==> config.mk <==
export PLATFORM = sky130hd
export DESIGN_NAME = aarm_front
export DESIGN_NICKNAME = d
export VERILOG_FILES = /design/src/rtl/core/aarm_pkg.sv /design/src/rtl/core/aarm_front.sv
export SDC_FILE = /design/constraint.sdc
export NUM_CORES = 2
export LEC_CHECK = 0
export BUFFER_PORTS_ARGS = -buffer_cell sky130_fd_sc_hd__buf_2
export CORE_MARGIN = 8
export CORE_UTILIZATION = 62
export DETAILED_ROUTE_END_ITERATION = 8
export HOLD_SLACK_MARGIN = 0.03
export PLACE_DENSITY = 0.92
export SLEW_MARGIN = 25
export SYNTH_ARGS = -nofsm -noshare
export SYNTH_HDL_FRONTEND = slang
export SYNTH_SLANG_ARGS = --single-unit
==> constraint.sdc <==
create_clock -name clk -period 6.3 [get_ports clk]
set_input_delay 0.63 -clock clk [delete_from_list [all_inputs] [get_ports clk]]
set_output_delay 0.63 -clock clk [all_outputs]
set_load 0.02 [all_outputs]
==> src/rtl/core/aarm_pkg.sv <==
// ----------------------------------------------------------------------------
// aarm_pkg
// Shared widths, item records, state codes and helpers for the axis-angle
// rotation matrix core.
// ----------------------------------------------------------------------------
package aarm_pkg;

	localparam int AX_W    = 16;
	localparam int CEN_W   = 32;
	localparam int L2_W    = 32;
	localparam int TOL_W   = 29;
	localparam int U_W     = 33;
	localparam int OUT_W   = 40;
	localparam int IN_W    = 176;
	localparam int ODATA_W = 168;

	localparam int SQ_V_W  = 60;
	localparam int SQ_R_W  = 32;
	localparam int ROOT_W  = 30;
	localparam int QUO_W   = 32;
	localparam int DIVN_W  = 59;

	localparam int PROD_W  = 66;
	localparam int CROSS_W = 49;
	localparam int P_W     = 36;
	localparam int OMC_W   = 17;
	localparam int E_W     = 54;
	localparam int M_W     = 26;
	localparam int D_W     = 27;
	localparam int TP_W    = 59;
	localparam int ACC_W   = 62;
	localparam int RND_W   = 46;

	localparam int SQ_STEPS  = 30;
	localparam int DIV_STEPS = 32;
	localparam int CNT_W     = 5;

	localparam logic signed [AX_W-1:0] ONE_Q14 = 16'sd16384;
	localparam logic signed [M_W-1:0]  ONE_Q16 = 26'sd65536;
	localparam logic [L2_W-1:0]        ONE_L2  = 32'h1000_0000;
	localparam logic [1:0]             ROW_LAST = 2'd2;

	typedef logic [AX_W-1:0]  ax_t;
	typedef logic [CEN_W-1:0] cen_t;
	typedef logic [U_W-1:0]   u_t;

	// item after classification, waiting in the queue
	typedef struct packed {
		ax_t             sn;
		ax_t             cs;
		ax_t  [2:0]      ax;
		cen_t [2:0]      cen;
		logic [L2_W-1:0] l2;
		logic            ident;
		logic            err;
	} fr_item_t;

	// item with its unit axis, ready for the row pipeline
	typedef struct packed {
		ax_t        sn;
		ax_t        cs;
		u_t   [2:0] u;
		cen_t [2:0] cen;
		logic       ident;
		logic       err;
	} nm_item_t;

	typedef enum logic [2:0] {
		NS_IDLE,
		NS_SQRT,
		NS_DSET,
		NS_DIV,
		NS_DONE
	} nm_state_t;

	// third axis index for an off-diagonal entry
	function automatic logic [1:0] oth_idx(input logic [1:0] r, input logic [1:0] c);
		logic [1:0] k;
		k = 2'd3 - r - c;
		if (r == c || k == 2'd3)
			k = r;
		return k;
	endfunction

	// off-diagonal entries that add the sine term
	function automatic logic add_cross(input logic [1:0] r, input logic [1:0] c);
		return (r == 2'd0 && c == 2'd2) || (r == 2'd1 && c == 2'd0) ||
			(r == 2'd2 && c == 2'd1);
	endfunction

	function automatic logic [OUT_W-1:0] sat40(input logic signed [RND_W-1:0] v);
		logic signed [RND_W-1:0] hi;
		logic signed [RND_W-1:0] lo;
		hi = RND_W'(64'sh7F_FFFF_FFFF);
		lo = -hi - RND_W'(64'sd1);
		if (v > hi)
			return hi[OUT_W-1:0];
		else if (v < lo)
			return lo[OUT_W-1:0];
		return v[OUT_W-1:0];
	endfunction

endpackage

==> src/rtl/core/aarm_front.sv <==
// ----------------------------------------------------------------------------
// aarm_front
// Input register: unpacks an item, flags identity and zero axis, and forms
// the squared axis length.
// ----------------------------------------------------------------------------
module aarm_front (
	input  logic                        clk,
	input  logic                        arst_n,
	input  logic                        in_valid,
	output logic                        in_ready,
	input  logic [aarm_pkg::IN_W-1:0]   in_data,
	output aarm_pkg::fr_item_t          item,
	output logic                        item_valid,
	input  logic                        item_ready
);

	aarm_pkg::fr_item_t fr_q;
	aarm_pkg::fr_item_t fr_d;
	logic               fr_v_q;
	logic signed [aarm_pkg::L2_W-1:0] sq [3];

	always_comb begin
		fr_d.sn     = in_data[15:0];
		fr_d.cs     = in_data[31:16];
		fr_d.ax[0]  = in_data[47:32];
		fr_d.ax[1]  = in_data[63:48];
		fr_d.ax[2]  = in_data[79:64];
		fr_d.cen[0] = in_data[111:80];
		fr_d.cen[1] = in_data[143:112];
		fr_d.cen[2] = in_data[175:144];
		for (int i = 0; i < 3; i++)
			sq[i] = $signed(fr_d.ax[i]) * $signed(fr_d.ax[i]);
		fr_d.l2    = aarm_pkg::L2_W'(sq[0]) + aarm_pkg::L2_W'(sq[1]) +
			aarm_pkg::L2_W'(sq[2]);
		fr_d.err   = !(($signed(fr_d.sn) == '0) && ($signed(fr_d.cs) == aarm_pkg::ONE_Q14)) &&
			(fr_d.ax[0] == '0) && (fr_d.ax[1] == '0) && (fr_d.ax[2] == '0);
		// a zero axis also takes the identity path
		fr_d.ident = (($signed(fr_d.sn) == '0) && ($signed(fr_d.cs) == aarm_pkg::ONE_Q14)) ||
			fr_d.err;
	end

	assign in_ready   = !fr_v_q || item_ready;
	assign item_valid = fr_v_q;
	assign item       = fr_q;

	always_ff @(posedge clk or negedge arst_n) begin
		if (!arst_n) begin
			fr_v_q <= 1'b0;
		end else if (in_ready) begin
			fr_v_q <= in_valid;
		end
	end

	always_ff @(posedge clk) begin
		if (in_valid && in_ready) begin
			fr_q <= fr_d;
		end
	end

endmodule

==> flow_summary.ini <==
[drt]
top_layer_used = met5
num_vias = 26200
drc_errors = 0
drt_iter0_drc = 2378
drt-pass1-iter-count = 7
wl_um = 113000
ant_nets = 0
drt-vias-per-instance = 5.70
wl_met2_um = 57500
wl_met1_um = 31700
wl_met3_um = 11100
wire_per_inst_um = 24.6

[grt]
grt_usage = 0.354
antenna_found_initial = 2
gr-total-overflow = 0
grt_max_degree = 157
first_global_vias = 30500
grt_first_pass_wirelength_um = 163000

[clock_tree]
root_buffer = clkbuf_16
cts_tree = built
cts_made_buffers = 24
cts.sinks = 211
clock_latency_ns = 0.60
cts_buffer_depth = 3
path_clk_slew_ns = 0.07
cts_max_level = 1

[place]
dpl.hpwl_um = 82700
routabilityCongestion = 0.989
numPortBuffers = 391

[final_layout]
fin_nets = 5081
syn_to_final_growth_pct = 27.6
drive_gt1_frac = 0.323
fill_cells = 2599
post-route-util = 0.796

[setup_path]
worstPathRequired_ns = 6.63
rr_worst_depth = 3
r2r_end = item[180]
critPathLaunchType = input port
critPathMaxFanout = 8
cp_data_arrival_time_ns = 7.97
crit_path_start = in_data[63]
path_class = input port to flip-flop
endpoint_kind = flip-flop
r2r_start = item_valid
regToRegSetupSlack_ns = 3.78

[logic_synthesis]
ys.warnings.count = 0
ys_types = 54
avgSynthCellArea_um2 = 11.1
syn_inst = 3015
yosysSeqAreaShare = 0.189
syn-num-nets = 4220
synthArstFlopShare = 0.00474
syn_area_um2 = 33400
synth_enable_flop_cells = 210
synthFlopType = edfxtp_1
synth_seq_cells = 211

[floorplanning]
core-area_um2 = 53600
start_util = 0.624
rows = 85
die_h_um = 248
die_area_um2 = 61600
ios = 392
die_w_um = 248

[timing]
finalHoldViolations = 0
skew_ns = 0.0385
slew_violations = 0
rsz0062_at_grt = yes
tns_ns = -21.60
max_slew_margin = 0.361
fmax_mhz = 131
fin_crit_ns = 7.63
setup_violations = 23
period_share = 1.21
worst_pin_slew_ns = 0.958
setup_slack_ns = -1.33

[flow_run]
maxCapViolations = 0

[hold_path]
hold_path_depth = 1
holdCritStartpoint = in_data[107]
hold_class = input port to flip-flop
holdPathEnd = item[61]

[run_status]
violations = negative setup slack
status = finished with violations
## final cells by class
| type | count | area [µm²] | share of cell area |
|---|---|---|---|
| diodes | 3 | 7.51 | 0.000176 |
| clock buffers | 26 | 608 | 0.0143 |
| clock inverters | 18 | 139 | 0.00326 |
| inverters | 1031 | 3890 | 0.0913 |
| multi-input cells | 1704 | 24100 | 0.566 |
| flip-flops and latches | 211 | 6330 | 0.148 |
| well taps | 696 | 871 | 0.0204 |
| repair buffers | 904 | 6660 | 0.156 |
## cell usage after synthesis (all sizes together) (21+ instances only)
| library cell | count | area [µm²] |
|---|---|---|
| and2 | 164 | 1030 |
| edfxtp | 210 | 6310 |
| ha | 206 | 2580 |
| clkbuf | 65 | 244 |
| a21oi | 25 | 140 |
| nor2b | 31 | 194 |
| nand2 | 205 | 769 |
| inv | 1031 | 3870 |
| nor2 | 44 | 165 |
| xor2 | 21 | 184 |
| fa | 819 | 16400 |
| xnor2 | 58 | 508 |
## metrics by stage
stage	instance area [µm²]	setup slack, ns	cells	hold slack (ns)
after CTS	41900	-1.05	4552	0.196
after detailed placement	39800	-2.06	4469	0.409
after global routing	42600	-1.46	4590	0.193
after floorplan	33900	-1.09	3015	0.334
after global placement	39800	-1.80	4469	0.406
final	42700	-1.33	4593	0.208
## routing by layer
layer  track usage  vias up
met5             0        -
met4         0.314        2
met1         0.347    12900
met2         0.620     1991
li1              -    10300
met3        0.0859      901
## sequential cells by signal, summed over array words and instances, names as in the netlist
register / count
item: 210
item_valid: 1
## worst max path at each step
stage                          end  slack (ns)  depth (start not counted)
after global routing      item[32]       -1.46                         27
after detailed placement  item[33]       -2.06                         27
after global placement    item[32]       -1.80                         23
after CTS                 item[32]       -1.05                         24
after floorplan           item[31]       -1.09                         25
final                     item[30]       -1.33                         28
## cells in the final DEF (no fill, tap or decap), types with 34 or more instances in the layout
cell,n
and2_1,128
and2_4,34
buf_2,352
buf_4,437
buf_6,68
edfxtp_1,210
fa_1,765
fa_2,54
ha_1,179
inv_1,960
inv_2,64
nand2_1,175
xnor2_1,52
## cell families after synthesis
family,synth area share
adders and majority gates,0.568
AOI/OAI and AO/OA,0.0198
buffers and inverters,0.124
DFF,0.189
xor gates and xnor gates,0.0207
muxes,0.00187
and+or+nand+nor,0.0771
## critical path, cell delays in order
cell,delay [ns]
buf_12,0.12
buf_12,0.12
and2_4,0.17
buf_6,0.13
buf_4,0.13
fa_1,0.44
fa_1,0.55
inv_1,0.05
fa_1,0.49
inv_1,0.06
fa_1,0.51
fa_1,0.71
fa_1,0.52
fa_2,0.38
fa_1,0.52
inv_1,0.06
fa_1,0.57
inv_2,0.07
ha_4,0.27
buf_6,0.09
and3_4,0.17
nand4_1,0.23
a2111oi_4,0.33
buf_4,0.19
or3_4,0.14
buf_4,0.11
a31oi_4,0.06
xnor2_1,0.13
## what timing repair did
item | CTS | global route
setup endpoints to repair | 24 | 24
endpoints found under the hold margin | 1 | 0
setup buffers | 39 | 42
pin swaps | 121 | 110
gates resized for setup | 297 | 144
hold buffers | 1 | 0
gates cloned | 1 | 0
Power is left out: the tool's default activity adds up to more than one toggle a clock period on the data nets, which glitch-free logic cannot reach.
