`src/rtl/core/aarm_pkg.sv`:
```
// ----------------------------------------------------------------------------
// aarm_pkg
// Shared widths, item records, state codes and helpers for the axis-angle
// rotation matrix core.
// ----------------------------------------------------------------------------
package aarm_pkg;

	localparam int AX_W    = 16;
	localparam int CEN_W   = 32;
	localparam int L2_W    = 32;
	localparam int TOL_W   = 29;
	localparam int U_W     = 33;
	localparam int OUT_W   = 40;
	localparam int IN_W    = 176;
	localparam int ODATA_W = 168;

	localparam int SQ_V_W  = 60;
	localparam int SQ_R_W  = 32;
	localparam int ROOT_W  = 30;
	localparam int QUO_W   = 32;
	localparam int DIVN_W  = 59;

	localparam int PROD_W  = 66;
	localparam int CROSS_W = 49;
	localparam int P_W     = 36;
	localparam int OMC_W   = 17;
	localparam int E_W     = 54;
	localparam int M_W     = 26;
	localparam int D_W     = 27;
	localparam int TP_W    = 59;
	localparam int ACC_W   = 62;
	localparam int RND_W   = 46;

	localparam int SQ_STEPS  = 30;
	localparam int DIV_STEPS = 32;
	localparam int CNT_W     = 5;

	localparam logic signed [AX_W-1:0] ONE_Q14 = 16'sd16384;
	localparam logic signed [M_W-1:0]  ONE_Q16 = 26'sd65536;
	localparam logic [L2_W-1:0]        ONE_L2  = 32'h1000_0000;
	localparam logic [1:0]             ROW_LAST = 2'd2;

	typedef logic [AX_W-1:0]  ax_t;
	typedef logic [CEN_W-1:0] cen_t;
	typedef logic [U_W-1:0]   u_t;

	// item after classification, waiting in the queue
	typedef struct packed {
		ax_t             sn;
		ax_t             cs;
		ax_t  [2:0]      ax;
		cen_t [2:0]      cen;
		logic [L2_W-1:0] l2;
		logic            ident;
		logic            err;
	} fr_item_t;

	// item with its unit axis, ready for the row pipeline
	typedef struct packed {
		ax_t        sn;
		ax_t        cs;
		u_t   [2:0] u;
		cen_t [2:0] cen;
		logic       ident;
		logic       err;
	} nm_item_t;

	typedef enum logic [2:0] {
		NS_IDLE,
		NS_SQRT,
		NS_DSET,
		NS_DIV,
		NS_DONE
	} nm_state_t;

	// third axis index for an off-diagonal entry
	function automatic logic [1:0] oth_idx(input logic [1:0] r, input logic [1:0] c);
		logic [1:0] k;
		k = 2'd3 - r - c;
		if (r == c || k == 2'd3)
			k = r;
		return k;
	endfunction

	// off-diagonal entries that add the sine term
	function automatic logic add_cross(input logic [1:0] r, input logic [1:0] c);
		return (r == 2'd0 && c == 2'd2) || (r == 2'd1 && c == 2'd0) ||
			(r == 2'd2 && c == 2'd1);
	endfunction

	function automatic logic [OUT_W-1:0] sat40(input logic signed [RND_W-1:0] v);
		logic signed [RND_W-1:0] hi;
		logic signed [RND_W-1:0] lo;
		hi = RND_W'(64'sh7F_FFFF_FFFF);
		lo = -hi - RND_W'(64'sd1);
		if (v > hi)
			return hi[OUT_W-1:0];
		else if (v < lo)
			return lo[OUT_W-1:0];
		return v[OUT_W-1:0];
	endfunction

endpackage

```
`src/rtl/core/aarm_fifo.sv`:
```
// ----------------------------------------------------------------------------
// aarm_fifo
// Two-entry queue between the front register and the normalizer.
// ----------------------------------------------------------------------------
module aarm_fifo (
	input  logic               clk,
	input  logic               arst_n,
	input  aarm_pkg::fr_item_t wr_item,
	input  logic               wr_valid,
	output logic               wr_ready,
	output aarm_pkg::fr_item_t rd_item,
	output logic               rd_valid,
	input  logic               rd_pop
);

	aarm_pkg::fr_item_t slot_q [2];
	logic               wr_ptr_q;
	logic               rd_ptr_q;
	logic [1:0]         cnt_q;
	logic               push;

	assign wr_ready = (cnt_q != 2'd2);
	assign rd_valid = (cnt_q != 2'd0);
	assign rd_item  = slot_q[rd_ptr_q];
	assign push     = wr_valid && wr_ready;

	always_ff @(posedge clk or negedge arst_n) begin
		if (!arst_n) begin
			wr_ptr_q <= 1'b0;
			rd_ptr_q <= 1'b0;
			cnt_q    <= 2'd0;
		end else begin
			if (push)
				wr_ptr_q <= !wr_ptr_q;
			if (rd_pop)
				rd_ptr_q <= !rd_ptr_q;
			if (push && !rd_pop)
				cnt_q <= cnt_q + 2'd1;
			else if (!push && rd_pop)
				cnt_q <= cnt_q - 2'd1;
		end
	end

	always_ff @(posedge clk) begin
		if (push) begin
			slot_q[wr_ptr_q] <= wr_item;
		end
	end

endmodule

```
`config.mk`:
```
export PLATFORM = sky130hd
export DESIGN_NAME = aarm_fifo
export DESIGN_NICKNAME = d
export VERILOG_FILES = /design/src/rtl/core/aarm_pkg.sv /design/src/rtl/core/aarm_fifo.sv
export SDC_FILE = /design/constraint.sdc
export NUM_CORES = 1
export LEC_CHECK = 0
export BUFFER_PORTS_ARGS = -buffer_cell sky130_fd_sc_hd__buf_2
export CAP_MARGIN = 25
export CORE_MARGIN = 2
export CORE_UTILIZATION = 50
export CTS_BUF_LIST = sky130_fd_sc_hd__clkbuf_4
export DETAILED_ROUTE_END_ITERATION = 6
export PLACE_DENSITY_LB_ADDON = 0.08
export SKIP_CTS_REPAIR_TIMING = 1
export SYNTH_ARGS = -nofsm -noshare
export SYNTH_HDL_FRONTEND = slang
export SYNTH_SLANG_ARGS = --single-unit
```
`constraint.sdc`:
```
create_clock -name clk -period 27.8 [get_ports clk]
set_clock_uncertainty 0.2 [all_clocks]
set_input_delay 2.78 -clock clk [delete_from_list [all_inputs] [get_ports clk]]
set_output_delay 2.78 -clock clk [all_outputs]
set_load 0.01 [all_outputs]
```
==> impl_metrics.yaml, run 1 <==
status:
  status: "finished, final reports clean"
clocking:
  clockRootBuffer: "clkbuf_4"
  cts_tree: "built"
  numClockSinks: 424
  cts_buffers: 106
  cts_buffer_depth: 3
  htreeDepth: 3
  clk-insertion-delay-late_ns: 0.71
  clkTransAtPathRegs_ns: 0.06
sta:
  maxSlewHeadroom_pct: 35.8
  slew_violations: 0
  final_hold_viol_count: 0
  period_share_pct: 23.5
  setup_tns_ns: 0
  worst_pin_slew_ns: 0.964
  rsz0062_at_grt: "no"
  post-route-min-period_ns: 6.54
  hold_ws_ns: 0.304
  max_freq_ghz: 0.153
  setup_viol_count_final: 0
setup_path:
  cp.required_ns: 24.82
  r2r_cells: 4
  worstPathArrival_ns: 3.56
  timing.rr.end: "slot_q[1][80]"
  cpMaxStageDelayCell: "buf_4"
  cp_common_cell: "buf_4"
  slowest_delay_ns: 0.79
  end_kind: "primary output"
  worstPathCellList: "buf_4 -> buf_4 -> mux2_2 -> buf_2"
  rr_startpoint: "cnt_q[0]"
  critPathMaxFanout: 67
  reg2reg_slack_ns: 24.70
  startpoint_type: "flip-flop"
  path_class: "reg2out"
power:
  vdd_drop_max_uv: 72.5
  powerDensity_mw_per_mm2: 104
  p_total_w: 0.00200
  p_leak_nw: 7.33
synth:
  syn_nets: 886
  synthTopCellsByArea: "edfxtp_1, mux2_2, buf_6"
  yosysMostFrequentCell: "edfxtp_1"
  syn_area_mm2: 0.0154
  synthCells: 671
  synth_edf_count: 420
  ys.flop_type: "edfxtp_1"
  yosysSeqAreaShare_pct: 82.5
  synthDistinctLibCells: 14
  synth_top_cells_by_count: "edfxtp_1, mux2_2, buf_6, dfrtp_1, xor2_1"
  syn_area_per_cell_um2: 23.0
  async_flop_share_pct: 0.943
  synth_top_cell_by_area: "edfxtp_1"
  synth_seq_cells: 424
  ys.warnings.count: 0
  yosysTopAreaCellShare_pct: 81.8
drt:
  routedLengthMet1_um: 12400
  wirelength_um: 33300
  avgRoutedWirePerCell_um: 20.0
  top_layer_used: "met5"
  route.detailed.drc: 0
  met3_length_um: 3230
  drtPass1Iterations: 4
  initialDrtViolationCount: 442
  postRouteAntennaNets: 0
  avgViaCountPerCell: 4.98
  dr_total_vias: 8299
  dr_wl_met2_um: 16600
global_routing:
  first_global_vias: 8619
  grt_pass1_wl_um: 48400
  grt_max_degree: 141
  grt-ovfl-total: 0
  gr-usage-all-layers_pct: 20.0
  antenna_found_initial: 17
placed_design:
  hpwl_um: 21700
  gp_congestion: 0.788
  port_buffers: 425
  place_area_mm2: 0.0179
floorplanning:
  die_x_um: 180
  num_rows: 64
  die_h_um: 180
  ios: 426
  initial_core_util_pct: 50.5
  core_area_mm2: 0.0305
  dieArea_mm2: 0.0323
worst_hold_path:
  min_from: "cnt_q[1]"
  hp-class: "reg2reg"
  holdPathEnd: "cnt_q[1]"
  min_path_cells: 1
finish:
  drive_above_1_share_pct: 64.6
  final_cell_area_mm2: 0.0193
  syn_to_final_growth_pct: 24.9
  layout.nets: 1405
flow_run:
  maxCapViolCount: 0
-- placed cells by master (no fill, tap or decap) --
cell        synthesis  final
nor2_4              0      1
clkinv_1            0     10
nor2_1              2      1
dfrtp_4             0      1
inv_2               0      1
diode_2             0     16
and3_4              0      1
buf_12              0      1
bufinv_16           0      2
or2_2               1      1
clkinvlp_4          0      1
xnor2_1             2      2
buf_16              0      1
ha_1                1      1
mux2_2            210    210
clkinv_2            0      2
clkbuf_4            0    158
inv_1               2      2
nand2_1             1      1
xor2_1              3      3
buf_4               0      7
nand2b_1            1      1
buf_2               2    425
edfxtp_1          420    420
dfrtp_1             4      3
-- where the power goes --
| group | internal (W) | total, W | switching [W] |
|---|---|---|---|
| logic | 0.000258 | 0.000580 | 0.000323 |
| registers | 0.000875 | 0.000916 | 0.0000413 |
| clock network | 0.000274 | 0.000502 | 0.000228 |
-- through the flow --
| stage | worst slack (ns) | util [%] | instances |
|---|---|---|---|
| after floorplan | 15.24 | - | 671 |
| after global placement | 21.97 | 58.6 | 1477 |
| after detailed placement | 21.97 | 58.6 | 1477 |
| after CTS | 21.14 | 62.9 | 1651 |
| after global routing | 20.98 | 63.1 | 1665 |
| final | 21.26 | 63.1 | 1668 |
-- how the worst max path moves through the flow --
stage	startpoint	end	slack (ns)	cells past startpoint
2_1_floorplan	wr_valid	slot_q[0][0]	15.24	2
3_3_place_gp	rd_ptr_q	rd_item[18]	21.97	4
3_5_place_dp	rd_ptr_q	rd_item[52]	21.97	4
4_1_cts	rd_ptr_q	rd_item[52]	21.14	4
5_1_grt	rd_ptr_q	rd_item[43]	20.98	4
6_report	rd_ptr_q	rd_item[43]	21.26	4
-- metal layers --
layer	global-route usage (%)	vias to the layer above
li1	-	3797
met1	22.6	4042
met2	32.5	388
met3	9.02	64
met4	9.63	8
met5	0	-
-- logic make-up (layout without fill, tap and decap cells) --
logic type,count (synthesis),after routing,share of synthesized area (%)
other,0,16,0
adders and majority gates,1,1,0.0811
and+or+nand+nor,6,6,0.195
xor gates and xnor gates,5,5,0.284
buffers and inverters,25,610,1.65
DFF,424,424,82.5
muxes,210,210,15.3
-- critical path, delay by kind of cell, from the launching register on --
family / cells / cell delay [ns]
buffers and inverters: 3 / 1.61
flip-flops: 1 / 0.70
multiplexers: 1 / 0.45
-- cell type report --
cell class	count	area (um2)
inverter	2	7.51
timing repair buffer	434	2230
antenna	16	40.0
sequential	424	12700
clock inverter	16	119
fill	2343	11300
clock buffer	158	1190
tap	396	495
multi-input combinational	222	2460
-- registers in the layout, indices dropped and copies added (netlist names) --
name,cells
rd_ptr_q,1
slot_q,420
wr_ptr_q,1
cnt_q,2
Note: power is estimated with default switching activity, not from simulation.
==> run 2: changes to the inputs <==
--- a/config.mk
+++ b/config.mk
@@ -8,7 +8,7 @@
 export BUFFER_PORTS_ARGS = -buffer_cell sky130_fd_sc_hd__buf_2
 export CAP_MARGIN = 25
 export CORE_MARGIN = 2
-export CORE_UTILIZATION = 50
+export CORE_UTILIZATION = 49
 export CTS_BUF_LIST = sky130_fd_sc_hd__clkbuf_4
 export DETAILED_ROUTE_END_ITERATION = 6
 export PLACE_DENSITY_LB_ADDON = 0.08
==> constraint.sdc (replaced) <==
create_clock -name clk -period 5.3 [get_ports clk]
set_clock_uncertainty 0.2 [all_clocks]
set_input_delay 0.53 -clock clk [delete_from_list [all_inputs] [get_ports clk]]
set_output_delay 0.53 -clock clk [all_outputs]
set_load 0.01 [all_outputs]
==> impl_metrics.yaml, run 2 (synthesized netlist as in run 1, its figures left out) <==
setup_path:
  end_kind: "primary output"
  cpMaxStageDelayCell: "dfrtp_4"
  crit_buf_inv: 2
  worstPathArrival_ns: 2.73
  cp.required_ns: 4.57
  path_class: "reg2out"
  critPathMaxFanout: 78
  cp_top_family: "flip-flops"
  slowest_delay_ns: 0.96
  startpoint_type: "flip-flop"
  worstPathCellList: "buf_12 -> mux2_2 -> buf_2"
drt:
  avgViaCountPerCell: 4.87
  wirelength_um: 34400
  initialDrtViolationCount: 504
  drtPass1Iterations: 4
  avgRoutedWirePerCell_um: 18.5
  dr_total_vias: 9066
  route.detailed.drc: 0
  postRouteAntennaNets: 0
power:
  clkPwrFrac_pct: 23.8
  combPwrFrac_pct: 30.3
  net-switching-power_w: 0.00316
  vdd_drop_max_uv: 321
  p_leak_nw: 8.18
  switching_share_pct: 30.0
  p_int_w: 0.00737
  powerDensity_mw_per_mm2: 494
  seq_power_share_pct: 45.8
floorplanning:
  die_x_um: 181
  die_h_um: 181
  initial_core_util_pct: 50.1
  core_area_mm2: 0.0307
  num_rows: 64
  ios: 426
  dieArea_mm2: 0.0329
sta:
  maxSlewHeadroom_pct: 36.5
  post-route-min-period_ns: 3.46
  setup_ws_ns: 1.84
  hold_ws_ns: 0.280
  setup_viol_count_final: 0
  slew_violations: 0
  max_freq_ghz: 0.289
  period_share_pct: 65.3
  final_hold_viol_count: 0
  worst_pin_slew_ns: 0.952
  setup_tns_ns: 0
  rsz0062_at_grt: "no"
clocking:
  clk-insertion-delay-late_ns: 0.68
  cts_buffers: 106
  cts_buffer_depth: 3
  clkTransAtPathRegs_ns: 0.06
  cts_tree: "built"
  clockRootBuffer: "clkbuf_4"
  numClockSinks: 424
  htreeDepth: 3
finish:
  syn_to_final_growth_pct: 38.1
  final_cell_area_mm2: 0.0213
  fillers: 2157
  drive_above_1_share_pct: 55.1
  regMostFlops: "slot_q"
  largest_reg_flops: 420
  layout.nets: 1616
  final_cells: 1860
  largestRegisters: "slot_q (420), cnt_q (2)"
  final_common_cell: "buf_2"
  layout_common_cells: "buf_2, edfxtp_1, dlygate4sd3_1"
worst_hold_path:
  hp-class: "reg2reg"
placed_design:
  place_ws_ns: 2.50
  gp_congestion: 0.743
  hpwl_um: 20700
  place_area_mm2: 0.0179
  place_inst: 1475
  port_buffers: 425
global_routing:
  gr-usage-all-layers_pct: 19.0
  antenna_found_initial: 4
  grt_max_degree: 110
  grt-ovfl-total: 0
  first_global_vias: 8648
  grt_pass1_wl_um: 46900
flow_run:
  maxCapViolCount: 0
status:
  status: "finished, final reports clean"
-- run 2: worst paths after layout --
path                            slack [ns]     start  cells past startpoint       endpoint
worst max-delay path                  1.84  rd_ptr_q                      3    rd_item[85]
worst min-delay path                  0.28  cnt_q[1]                      1       cnt_q[1]
worst max register to register        2.66  cnt_q[0]                      3  slot_q[1][37]
worst min register to register        0.28  cnt_q[1]                      1       cnt_q[1]
max in group asynchronous             4.14    arst_n                      3       rd_ptr_q
min in group asynchronous             0.56    arst_n                      3       rd_ptr_q
-- run 2: stage by stage --
stage / total power [W] / utilization, %
after floorplan: 0.00689 / -
after global placement: 0.00797 / 58.3
after detailed placement: 0.00799 / 58.3
after CTS: 0.0105 / 62.3
after global routing: 0.0111 / 69.3
final: 0.0105 / 69.3
-- run 2: layer usage --
layer | vias up | global-route usage (%) | wire length (um)
met5 | - | 0 | 0
met4 | 0 | 8.07 | 640
met3 | 40 | 8.52 | 2840
met2 | 376 | 32.4 | 18200
met1 | 4450 | 20.4 | 12800
li1 | 4200 | - | -
-- run 2: power groups by stage --
stage | clock network [W] | logic, W | registers [W]
floorplan | 0 | 0.00206 | 0.00483
global placement | 0 | 0.00310 | 0.00486
detailed placement | 0 | 0.00309 | 0.00489
CTS | 0.00258 | 0.00311 | 0.00483
global route | 0.00278 | 0.00341 | 0.00489
finish | 0.00251 | 0.00320 | 0.00483
-- run 2: area by class of cell --
| type | count | area, um2 | share of cell area, % |
|---|---|---|---|
| timing repair buffer | 645 | 4380 | 20.6 |
| sequential | 424 | 12700 | 59.7 |
| inverter | 2 | 7.51 | 0.0353 |
| clock inverter | 12 | 63.8 | 0.300 |
| antenna | 4 | 10.0 | 0.0470 |
| tap | 396 | 495 | 2.33 |
| multi-input combinational | 222 | 2460 | 11.6 |
| clock buffer | 155 | 1160 | 5.46 |
