## src/rtl/core/aarm_pkg.sv

```systemverilog
// ----------------------------------------------------------------------------
// aarm_pkg
// Shared widths, item records, state codes and helpers for the axis-angle
// rotation matrix core.
// ----------------------------------------------------------------------------
package aarm_pkg;

	localparam int AX_W    = 16;
	localparam int CEN_W   = 32;
	localparam int L2_W    = 32;
	localparam int TOL_W   = 29;
	localparam int U_W     = 33;
	localparam int OUT_W   = 40;
	localparam int IN_W    = 176;
	localparam int ODATA_W = 168;

	localparam int SQ_V_W  = 60;
	localparam int SQ_R_W  = 32;
	localparam int ROOT_W  = 30;
	localparam int QUO_W   = 32;
	localparam int DIVN_W  = 59;

	localparam int PROD_W  = 66;
	localparam int CROSS_W = 49;
	localparam int P_W     = 36;
	localparam int OMC_W   = 17;
	localparam int E_W     = 54;
	localparam int M_W     = 26;
	localparam int D_W     = 27;
	localparam int TP_W    = 59;
	localparam int ACC_W   = 62;
	localparam int RND_W   = 46;

	localparam int SQ_STEPS  = 30;
	localparam int DIV_STEPS = 32;
	localparam int CNT_W     = 5;

	localparam logic signed [AX_W-1:0] ONE_Q14 = 16'sd16384;
	localparam logic signed [M_W-1:0]  ONE_Q16 = 26'sd65536;
	localparam logic [L2_W-1:0]        ONE_L2  = 32'h1000_0000;
	localparam logic [1:0]             ROW_LAST = 2'd2;

	typedef logic [AX_W-1:0]  ax_t;
	typedef logic [CEN_W-1:0] cen_t;
	typedef logic [U_W-1:0]   u_t;

	// item after classification, waiting in the queue
	typedef struct packed {
		ax_t             sn;
		ax_t             cs;
		ax_t  [2:0]      ax;
		cen_t [2:0]      cen;
		logic [L2_W-1:0] l2;
		logic            ident;
		logic            err;
	} fr_item_t;

	// item with its unit axis, ready for the row pipeline
	typedef struct packed {
		ax_t        sn;
		ax_t        cs;
		u_t   [2:0] u;
		cen_t [2:0] cen;
		logic       ident;
		logic       err;
	} nm_item_t;

	typedef enum logic [2:0] {
		NS_IDLE,
		NS_SQRT,
		NS_DSET,
		NS_DIV,
		NS_DONE
	} nm_state_t;

	// third axis index for an off-diagonal entry
	function automatic logic [1:0] oth_idx(input logic [1:0] r, input logic [1:0] c);
		logic [1:0] k;
		k = 2'd3 - r - c;
		if (r == c || k == 2'd3)
			k = r;
		return k;
	endfunction

	// off-diagonal entries that add the sine term
	function automatic logic add_cross(input logic [1:0] r, input logic [1:0] c);
		return (r == 2'd0 && c == 2'd2) || (r == 2'd1 && c == 2'd0) ||
			(r == 2'd2 && c == 2'd1);
	endfunction

	function automatic logic [OUT_W-1:0] sat40(input logic signed [RND_W-1:0] v);
		logic signed [RND_W-1:0] hi;
		logic signed [RND_W-1:0] lo;
		hi = RND_W'(64'sh7F_FFFF_FFFF);
		lo = -hi - RND_W'(64'sd1);
		if (v > hi)
			return hi[OUT_W-1:0];
		else if (v < lo)
			return lo[OUT_W-1:0];
		return v[OUT_W-1:0];
	endfunction

endpackage

```

## src/rtl/core/aarm_norm.sv

```systemverilog
// ----------------------------------------------------------------------------
// aarm_norm
// Axis normalizer: bit-serial square root of the squared length, then three
// restoring dividers in parallel for the unit axis.
// ----------------------------------------------------------------------------
module aarm_norm (
	input  logic                         clk,
	input  logic                         arst_n,
	input  logic [aarm_pkg::TOL_W-1:0]   tol,
	input  aarm_pkg::fr_item_t           head,
	input  logic                         head_valid,
	output logic                         head_pop,
	output aarm_pkg::nm_item_t           item,
	output logic                         item_valid,
	input  logic                         item_ready
);

	aarm_pkg::nm_state_t state_q;
	aarm_pkg::nm_state_t state_d;

	logic [aarm_pkg::CNT_W-1:0]  cnt_q;
	aarm_pkg::ax_t               sn_q;
	aarm_pkg::ax_t               cs_q;
	aarm_pkg::ax_t  [2:0]        ax_q;
	aarm_pkg::cen_t [2:0]        cen_q;
	logic                        ident_q;
	logic                        err_q;
	logic [aarm_pkg::SQ_V_W-1:0] v_q;
	logic [aarm_pkg::SQ_R_W-1:0] rem_q;
	logic [aarm_pkg::ROOT_W-1:0] root_q;
	logic [aarm_pkg::ROOT_W-1:0] drem_q [3];
	logic [aarm_pkg::QUO_W-1:0]  dlo_q  [3];
	logic [aarm_pkg::QUO_W-1:0]  quo_q  [3];
	aarm_pkg::u_t                u_q    [3];

	logic [aarm_pkg::L2_W-1:0]   dev;
	logic                        need;
	logic [aarm_pkg::SQ_R_W+1:0] rem2;
	logic [aarm_pkg::SQ_R_W+1:0] trial;
	logic                        sq_ge;
	logic [aarm_pkg::ROOT_W:0]   r2   [3];
	logic                        d_ge [3];
	logic [aarm_pkg::ROOT_W-1:0] drem_n [3];
	logic [aarm_pkg::QUO_W-1:0]  quo_n  [3];
	logic [aarm_pkg::AX_W-1:0]   mag  [3];
	logic [aarm_pkg::DIVN_W-1:0] num  [3];

	always_comb begin
		dev   = (head.l2 >= aarm_pkg::ONE_L2) ? head.l2 - aarm_pkg::ONE_L2 :
			aarm_pkg::ONE_L2 - head.l2;
		need  = !head.ident && (dev > aarm_pkg::L2_W'(tol));
		rem2  = {rem_q, v_q[aarm_pkg::SQ_V_W-1 -: 2]};
		trial = {2'b00, root_q, 2'b01};
		sq_ge = (rem2 >= trial);
		for (int i = 0; i < 3; i++) begin
			mag[i]    = ax_q[i][aarm_pkg::AX_W-1] ? (~ax_q[i] + 1'b1) : ax_q[i];
			num[i]    = {1'b0, mag[i], 42'd0} + aarm_pkg::DIVN_W'(root_q >> 1);
			r2[i]     = {drem_q[i], dlo_q[i][aarm_pkg::QUO_W-1]};
			d_ge[i]   = (r2[i] >= {1'b0, root_q});
			drem_n[i] = d_ge[i] ? aarm_pkg::ROOT_W'(r2[i] - {1'b0, root_q}) :
				aarm_pkg::ROOT_W'(r2[i]);
			quo_n[i]  = {quo_q[i][aarm_pkg::QUO_W-2:0], d_ge[i]};
		end
	end

	// next state
	always_comb begin
		state_d = state_q;
		case (state_q)
			aarm_pkg::NS_IDLE: begin
				if (head_valid)
					state_d = need ? aarm_pkg::NS_SQRT : aarm_pkg::NS_DONE;
			end
			aarm_pkg::NS_SQRT: begin
				if (cnt_q == aarm_pkg::CNT_W'(aarm_pkg::SQ_STEPS - 1))
					state_d = aarm_pkg::NS_DSET;
			end
			aarm_pkg::NS_DSET: begin
				state_d = aarm_pkg::NS_DIV;
			end
			aarm_pkg::NS_DIV: begin
				if (cnt_q == aarm_pkg::CNT_W'(aarm_pkg::DIV_STEPS - 1))
					state_d = aarm_pkg::NS_DONE;
			end
			aarm_pkg::NS_DONE: begin
				if (item_ready)
					state_d = aarm_pkg::NS_IDLE;
			end
			default: begin
				state_d = aarm_pkg::NS_IDLE;
			end
		endcase
	end

	// outputs
	always_comb begin
		head_pop   = 1'b0;
		item_valid = 1'b0;
		case (state_q)
			aarm_pkg::NS_IDLE: head_pop = head_valid;
			aarm_pkg::NS_DONE: item_valid = 1'b1;
			default: begin
				head_pop   = 1'b0;
				item_valid = 1'b0;
			end
		endcase
	end

	always_ff @(posedge clk or negedge arst_n) begin
		if (!arst_n) begin
			state_q <= aarm_pkg::NS_IDLE;
			cnt_q   <= '0;
		end else begin
			state_q <= state_d;
			if (state_q == aarm_pkg::NS_SQRT || state_q == aarm_pkg::NS_DIV)
				cnt_q <= cnt_q + 1'b1;
			else
				cnt_q <= '0;
		end
	end

	always_ff @(posedge clk) begin
		case (state_q)
			aarm_pkg::NS_IDLE: begin
				if (head_valid) begin
					sn_q    <= head.sn;
					cs_q    <= head.cs;
					ax_q    <= head.ax;
					cen_q   <= head.cen;
					ident_q <= head.ident;
					err_q   <= head.err;
					v_q     <= {head.l2, 28'd0};
					rem_q   <= '0;
					root_q  <= '0;
					for (int i = 0; i < 3; i++)
						u_q[i] <= {head.ax[i][aarm_pkg::AX_W-1], head.ax[i], 16'd0};
				end
			end
			aarm_pkg::NS_SQRT: begin
				rem_q  <= sq_ge ? aarm_pkg::SQ_R_W'(rem2 - trial) : aarm_pkg::SQ_R_W'(rem2);
				root_q <= {root_q[aarm_pkg::ROOT_W-2:0], sq_ge};
				v_q    <= {v_q[aarm_pkg::SQ_V_W-3:0], 2'b00};
			end
			aarm_pkg::NS_DSET: begin
				for (int i = 0; i < 3; i++) begin
					drem_q[i] <= aarm_pkg::ROOT_W'(num[i][aarm_pkg::DIVN_W-1:aarm_pkg::QUO_W]);
					dlo_q[i]  <= num[i][aarm_pkg::QUO_W-1:0];
					quo_q[i]  <= '0;
				end
			end
			aarm_pkg::NS_DIV: begin
				for (int i = 0; i < 3; i++) begin
					drem_q[i] <= drem_n[i];
					dlo_q[i]  <= {dlo_q[i][aarm_pkg::QUO_W-2:0], 1'b0};
					quo_q[i]  <= quo_n[i];
					if (cnt_q == aarm_pkg::CNT_W'(aarm_pkg::DIV_STEPS - 1))
						u_q[i] <= ax_q[i][aarm_pkg::AX_W-1] ?
							-aarm_pkg::U_W'(quo_n[i]) : aarm_pkg::U_W'(quo_n[i]);
				end
			end
			default: begin
			end
		endcase
	end

	always_comb begin
		item.sn    = sn_q;
		item.cs    = cs_q;
		item.cen   = cen_q;
		item.ident = ident_q;
		item.err   = err_q;
		for (int i = 0; i < 3; i++)
			item.u[i] = u_q[i];
	end

endmodule

```

## config.mk

```make
export PLATFORM = sky130hd
export DESIGN_NAME = aarm_norm
export DESIGN_NICKNAME = d
export VERILOG_FILES = /design/src/rtl/core/aarm_pkg.sv /design/src/rtl/core/aarm_norm.sv
export SDC_FILE = /design/constraint.sdc
export NUM_CORES = 1
export LEC_CHECK = 0
export ABC_AREA = 1
export BUFFER_PORTS_ARGS = -buffer_cell sky130_fd_sc_hd__buf_4
export CAP_MARGIN = 20
export CORE_UTILIZATION = 35
export DETAILED_ROUTE_END_ITERATION = 10
export HOLD_SLACK_MARGIN = 0.1
export PLACE_DENSITY = 0.53
export SETUP_SLACK_MARGIN = 0.3
export SLEW_MARGIN = 20
export SYNTH_ARGS = -nofsm -noshare
export SYNTH_HDL_FRONTEND = slang
export SYNTH_SLANG_ARGS = --single-unit
```

## constraint.sdc

```tcl
create_clock -name clk -period 15.6 [get_ports clk]
set_input_delay 3.12 -clock clk [delete_from_list [all_inputs] [get_ports clk]]
set_output_delay 3.12 -clock clk [all_outputs]
set_load 0.02 [all_outputs]
```

==> results of run 1 <==
layout by cell type (no fill, tap or decap), types with 43 or more instances in the layout:
cell       Yosys  layout
nand4_1       43      43
clkbuf_16      0      73
edfxtp_1     586     586
a21oi_1      279     279
ha_1         162     162
nor2_1       433     431
o21ai_0      275     275
nand3_1      153     153
nor3_1        59      59
inv_1        386     385
o21ai_1       94      94
xor2_1        99      99
buf_4          8     491
xnor2_1       55      55
nand2_1      604     602
worst max-delay path by stage:
| stage | end | slack [ns] | depth (start not counted) |
|---|---|---|---|
| after floorplan | dlo_q[0][60]$_DFFE_PP_ | 5.43 | 2 |
| after global placement | head_pop | 8.47 | 4 |
| after detailed placement | head_pop | 8.47 | 4 |
| after CTS | head_pop | 8.46 | 4 |
| after global routing | head_pop | 8.42 | 4 |
| final | head_pop | 8.47 | 4 |
metrics by stage:
stage               instance area, um2  cells   util  setup WS (ns)  total power [mW]
finish                           41200   5445  0.427           8.47              8.95
floorplan                        34100   3652      -           5.43              6.18
detailed placement               38900   5312  0.403           8.47              7.31
CTS                              41200   5443  0.426           8.46              9.01
global route                     41200   5444  0.427           8.42              9.65
global placement                 38900   5312  0.403           8.47              7.29
report_power, final:
group	internal [mW]	switching, mW	total (mW)
clock network	0.952	0.708	1.66
registers	2.50	0.241	2.74
logic	1.51	3.04	4.55
total	4.96	3.99	8.95
registers in the layout, summed over array words and instances (netlist names), 16 cells and up:
register	count
u_q	99
item	96
quo_q	93
drem_q	90
ax_q	48
dlo_q	32
rem_q	32
v_q	32
root_q	30
cs_q	16
sn_q	16
cells by family after synthesis:
| group | after synthesis | synth area share |
|---|---|---|
| fa+ha+maj | 165 | 0.0612 |
| buf+inv | 505 | 0.0608 |
| xor+xnor | 154 | 0.0395 |
| simple gates | 1400 | 0.177 |
| compound gates | 834 | 0.139 |
| flops | 594 | 0.522 |
layout make-up:
cell class	instances	area, um2
well taps	1276	1600
fillers	9501	55400
diodes	1	2.50
clock inverters	44	417
inverters	397	1510
multi-input cells	2553	14300
flip-flops and latches	594	17800
clock buffers	87	1880
repair buffers	493	3730
worst max-delay path, delay by kind of cell:
family / cells / cell delay, ns
simple gates: 1 / 0.21
buf+inv: 3 / 0.63
routing by layer:
| layer | GRT usage | routed length, um | vias to the layer above |
|---|---|---|---|
| met4 | 0.0522 | 1880 | 0 |
| met2 | 0.319 | 45800 | 682 |
| met3 | 0.0304 | 5140 | 101 |
| met5 | 0 | 0 | - |
| met1 | 0.259 | 43800 | 12700 |
| li1 | - | - | 13600 |
==> metrics.yaml, run 1 <==
run_status:
  status: "complete, no violations"
timing:
  skew_ns: 0.0260
  holdWs_ns: 0.506
  slew_headroom: 0.303
  hold_violations: 0
  tns_ns: 0
  finalSetupViolations: 0
  tightest_slew_ns: 1.05
  post-route-period-util: 0.457
  grt_setup_unrepaired: "false"
  final_max_slew_viol_count: 0
  post-route-min-period_ns: 7.13
  fmax_mhz: 140
routing:
  post-route-drc-count: 0
  wirelength_um: 96700
  ant_nets: 0
  vias: 27000
  first_pass_iters: 5
  wire_per_inst_um: 17.8
  vias_per_cell: 4.97
  drt_iter0_markers: 1943
cells_and_area:
  final_layout_size_suffix_gt1_frac: 0.176
  area_growth_pct: 20.8
  fin_nets: 4519
cts:
  clk_pin_slew_ns: 0.06
  hold_buffers: 0
  postCtsSetupBuffers: 0
  cts_tree: "built"
  numClockSinks: 594
  clkLatencyLatePin_ns: 0.63
  htree_levels: 3
  cts_root_buf: "clkbuf_16"
  cts_buffers: 72
  clk_path_buf_depth: 3
  cts_resized: 0
logic_synthesis:
  ys_seq_area_frac: 0.522
  post_synth.cell_area_avg_um2: 9.34
  syn_area_mm2: 0.0341
  ys_warn_count: 0
  ys_types: 67
  synthCells: 3652
  synthTopCellsByCount: "604 x nand2_1, 586 x edfxtp_1, 433 x nor2_1"
  ys.flop_type: "edfxtp_1"
  async_reset_ff_frac: 0.0135
  synth_top_area_share: 0.516
  ys_seq_elements: 594
  synth_area_leaders: "edfxtp_1 52%, nand2_1 6.6%, ha_1 5.9%"
  synth_most_common_cell: "nand2_1"
  synth_fp_nets: 4060
  synth_top_area_cell: "edfxtp_1"
  synth_edf_count: 586
worst_setup_path:
  required_ns: 12.48
  worstPathCellList: "buf_4 > nand2_1 > inv_8 > buf_4"
  critical_path_class: "input pin to output port"
  critPathMaxFanout: 32
  critPathLaunch: "head_valid"
  crit_path_end_kind: "output port"
  timing.rr.start: "root_q[1]$_SDFFCE_PN0P_"
  max_stage_delay_ns: 0.32
  crit_path_top_delay_cell: "inv_8"
  arrival_ns: 4.01
  rrSetupSlack_ns: 10.11
  critPathLaunchType: "input pin"
  regToRegEndpoint: "u_q[0][59]$_DFFE_PP_"
  ff2ff_path_depth: 23
  cp_common_cell: "buf_4"
global_route:
  antenna_found_initial: 1
  overflow: 0
  grt_first_pass_wirelength_um: 149000
  grt_max_degree: 145
  grt_usage: 0.192
  grt_pass1_vias: 26500
floorplan:
  die_area_mm2: 0.0987
  io_pins: 474
  rows: 114
  fp.dieW_um: 314
  dieHeight_um: 314
  initial_core_util: 0.353
  core_area_mm2: 0.0966
flow_run:
  cap_violations: 0
min_path:
  min_from: "cnt_q[0]$_DFF_PN0_"
  worstHoldPathType: "flip-flop to flip-flop"
  hold_depth: 1
  holdPathEnd: "cnt_q[0]$_DFF_PN0_"
pwr:
  p_leak_nw: 16.9
  p_per_area_mw_per_mm2: 217
  peakVddDrop_uv: 150
placement:
  dp_hpwl_um: 68600
  place_congestion: 0.894
  io_buffers: 473
Power figures use the tool's default switching activity.
==> inputs of run 2 (changes only) <==
--- a/config.mk
+++ b/config.mk
@@ -5,13 +5,13 @@
 export SDC_FILE = /design/constraint.sdc
 export NUM_CORES = 1
 export LEC_CHECK = 0
-export ABC_AREA = 1
+export ABC_AREA = 0
 export BUFFER_PORTS_ARGS = -buffer_cell sky130_fd_sc_hd__buf_4
 export CAP_MARGIN = 20
 export CORE_UTILIZATION = 35
 export DETAILED_ROUTE_END_ITERATION = 10
 export HOLD_SLACK_MARGIN = 0.1
-export PLACE_DENSITY = 0.53
+export PLACE_DENSITY = 0.55
 export SETUP_SLACK_MARGIN = 0.3
 export SLEW_MARGIN = 20
 export SYNTH_ARGS = -nofsm -noshare
==> constraint.sdc (replaced) <==
create_clock -name clk -period 6.5 [get_ports clk]
set_input_delay 1.3 -clock clk [delete_from_list [all_inputs] [get_ports clk]]
set_output_delay 1.3 -clock clk [all_outputs]
set_load 0.02 [all_outputs]
==> metrics.yaml, run 2 <==
placement:
  preCtsSetupSlack_ns: 0.749
  io_buffers: 473
  dpl_cell_area_mm2: 0.0375
  place_congestion: 0.868
  dp_hpwl_um: 65900
  placedCellCount: 4596
logic_synthesis:
  syn_area_mm2: 0.0325
  ys_seq_elements: 594
  synth_area_leaders: "edfxtp_1 54%, ha_1 6.2%, nand2_1 4.4%"
  synth_fp_nets: 3390
  ys_types: 78
  ys.flop_type: "edfxtp_1"
  synthCells: 2982
  synth_edf_count: 586
  synth_top_area_cell: "edfxtp_1"
  ys_seq_area_frac: 0.547
  post_synth.cell_area_avg_um2: 10.9
  synthTopCellsByCount: "586 x edfxtp_1, 385 x nand2_1, 218 x nor2_1"
  synth_top_area_share: 0.541
  ys_warn_count: 0
  async_reset_ff_frac: 0.0135
  synth_most_common_cell: "edfxtp_1"
global_route:
  grt_max_degree: 172
  overflow: 0
  grt_pass1_vias: 24100
  antenna_found_initial: 2
  grt_first_pass_wirelength_um: 144000
  grt_usage: 0.196
cts:
  htree_levels: 3
  cts_resized: 0
  hold_buffers: 0
  clk_path_buf_depth: 3
  clkLatencyLatePin_ns: 0.63
  numClockSinks: 594
  clk_pin_slew_ns: 0.06
  cts_buffers: 70
  cts_tree: "built"
  cts_root_buf: "clkbuf_16"
  postCtsSetupBuffers: 0
min_path:
  hold_depth: 1
  worstHoldPathType: "flip-flop to flip-flop"
routing:
  wirelength_um: 93500
  post-route-drc-count: 0
  wire_per_inst_um: 19.8
  vias: 24500
  first_pass_iters: 7
  drt_iter0_markers: 1951
  vias_per_cell: 5.19
  ant_nets: 0
cells_and_area:
  final_layout_size_suffix_gt1_frac: 0.184
  final_common_cell: "edfxtp_1"
  area_growth_pct: 21.9
  final_cells: 4720
  mostFrequentLayoutCells: "586 x edfxtp_1, 502 x buf_4, 381 x nand2_1, 217 x nor2_1, 202 x o21ai_0"
  final_area_mm2: 0.0397
  largest-register: "u_q"
  largest_reg_flops: 99
  fin_nets: 3833
worst_setup_path:
  critPathLaunchType: "flip-flop"
  crit_path_top_delay_cell: "edfxtp_1"
  regToRegEndpoint: "u_q[0][28]$_DFFE_PP_"
  crit_path_end_kind: "flip-flop"
  critical_path_class: "flip-flop to flip-flop"
  arrival_ns: 5.59
  crit_path_end: "u_q[0][28]$_DFFE_PP_"
  rrSetupSlack_ns: 1.25
  critPathMaxFanout: 6
  ff2ff_path_depth: 18
  required_ns: 6.84
  worstPathCellList: "inv_1 > ha_1 > nor2b_1 > o31a_1 > o211ai_1 > a31oi_1 > o31ai_1 > a211oi_1 > or2_2 > inv_1 > ha_1 > nand3_1 > nand2b_1 > or3b_2 > nand2b_1 > o31ai_1 > xor2_1 > o21ai_0"
  critPathLaunch: "root_q[1]$_SDFFCE_PN0P_"
  max_stage_delay_ns: 0.51
  timing.rr.start: "root_q[1]$_SDFFCE_PN0P_"
pwr:
  internal-power_mw: 10.1
  p_seq_frac: 0.334
  p_leak_nw: 15.3
  sw_frac_of_total: 0.383
  combinationalPowerShare: 0.435
  power_mw: 16.4
  p_switching_mw: 6.29
  peakVddDrop_uv: 258
  pwr-share-clk: 0.232
  p_per_area_mw_per_mm2: 414
floorplan:
  rows: 111
  core_area_mm2: 0.0919
  initial_core_util: 0.354
  fp.dieW_um: 307
  dieHeight_um: 307
  die_area_mm2: 0.0942
  io_pins: 474
flow_run:
  cap_violations: 0
timing:
  post-route-period-util: 0.808
  fmax_mhz: 190
  final_max_slew_viol_count: 0
  slew_headroom: 0.217
  tns_ns: 0
  worst_slack_ns: 1.25
  tightest_slew_ns: 1.17
  grt_setup_unrepaired: "false"
  hold_violations: 0
  post-route-min-period_ns: 5.25
  skew_ns: 0.0340
  finalSetupViolations: 0
run_status:
  status: "complete, no violations"
[run 2: worst min path at each step]
stage	startpoint	end	slack, ns
2_1_floorplan	cnt_q[0]$_DFF_PN0_	cnt_q[0]$_DFF_PN0_	0.46
3_3_place_gp	cnt_q[0]$_DFF_PN0_	cnt_q[0]$_DFF_PN0_	0.48
3_5_place_dp	cnt_q[0]$_DFF_PN0_	cnt_q[0]$_DFF_PN0_	0.48
4_1_cts	arst_n	state_q[2]$_DFFE_PN0P_	0.48
5_1_grt	arst_n	state_q[2]$_DFFE_PN0P_	0.50
6_report	cnt_q[0]$_DFF_PN0_	cnt_q[0]$_DFF_PN0_	0.49
[run 2: critical path: cells and delay by family (launching register included)]
family	cells	cell delay, ns
compound gates	7	1.72
simple gates	6	1.69
flops	1	0.51
fa+ha+maj	2	0.51
buf+inv	2	0.35
xor+xnor	1	0.17
[run 2: final cells by class]
| class | instances | area (um2) |
|---|---|---|
| fill | 8889 | 52300 |
| sequential | 594 | 17800 |
| multi-input combinational | 2144 | 13900 |
| timing repair buffer | 504 | 3810 |
| clock buffer | 84 | 1850 |
| tap | 1243 | 1560 |
| inverter | 111 | 420 |
| clock inverter | 39 | 330 |
| antenna | 1 | 2.50 |
[run 2: per-stage QoR]
step / utilization / hold WS (ns)
6_report: 0.431 / 0.488
5_1_grt: 0.431 / 0.495
4_1_cts: 0.431 / 0.475
3_5_place_dp: 0.408 / 0.483
3_3_place_gp: 0.408 / 0.484
2_1_floorplan: - / 0.461
[run 2: routing by layer]
layer  GRT usage  vias up  share of wire  wire length [um]
met5           0        -              0                 0
met4      0.0536        0          0.021              1950
met3      0.0410       99          0.061              5750
met2       0.335      629           0.49             45900
met1       0.250    11900           0.43             39900
li1            -    11900              -                 -
[run 2: cells by family after synthesis]
family          synth area share
simple gates               0.145
fa+ha+maj                 0.0641
xor+xnor                  0.0657
compound gates             0.139
mux                       0.0105
flops                      0.547
buf+inv                   0.0289
[run 2: power groups by stage]
| stage | combinational [mW] | sequential (mW) | clock (mW) |
|---|---|---|---|
| 4_1_cts | 7.16 | 5.49 | 3.90 |
| 2_1_floorplan | 4.74 | 5.86 | 0 |
| 6_report | 7.14 | 5.48 | 3.81 |
| 5_1_grt | 7.92 | 5.55 | 4.04 |
| 3_3_place_gp | 7.11 | 5.55 | 0 |
| 3_5_place_dp | 7.12 | 5.56 | 0 |
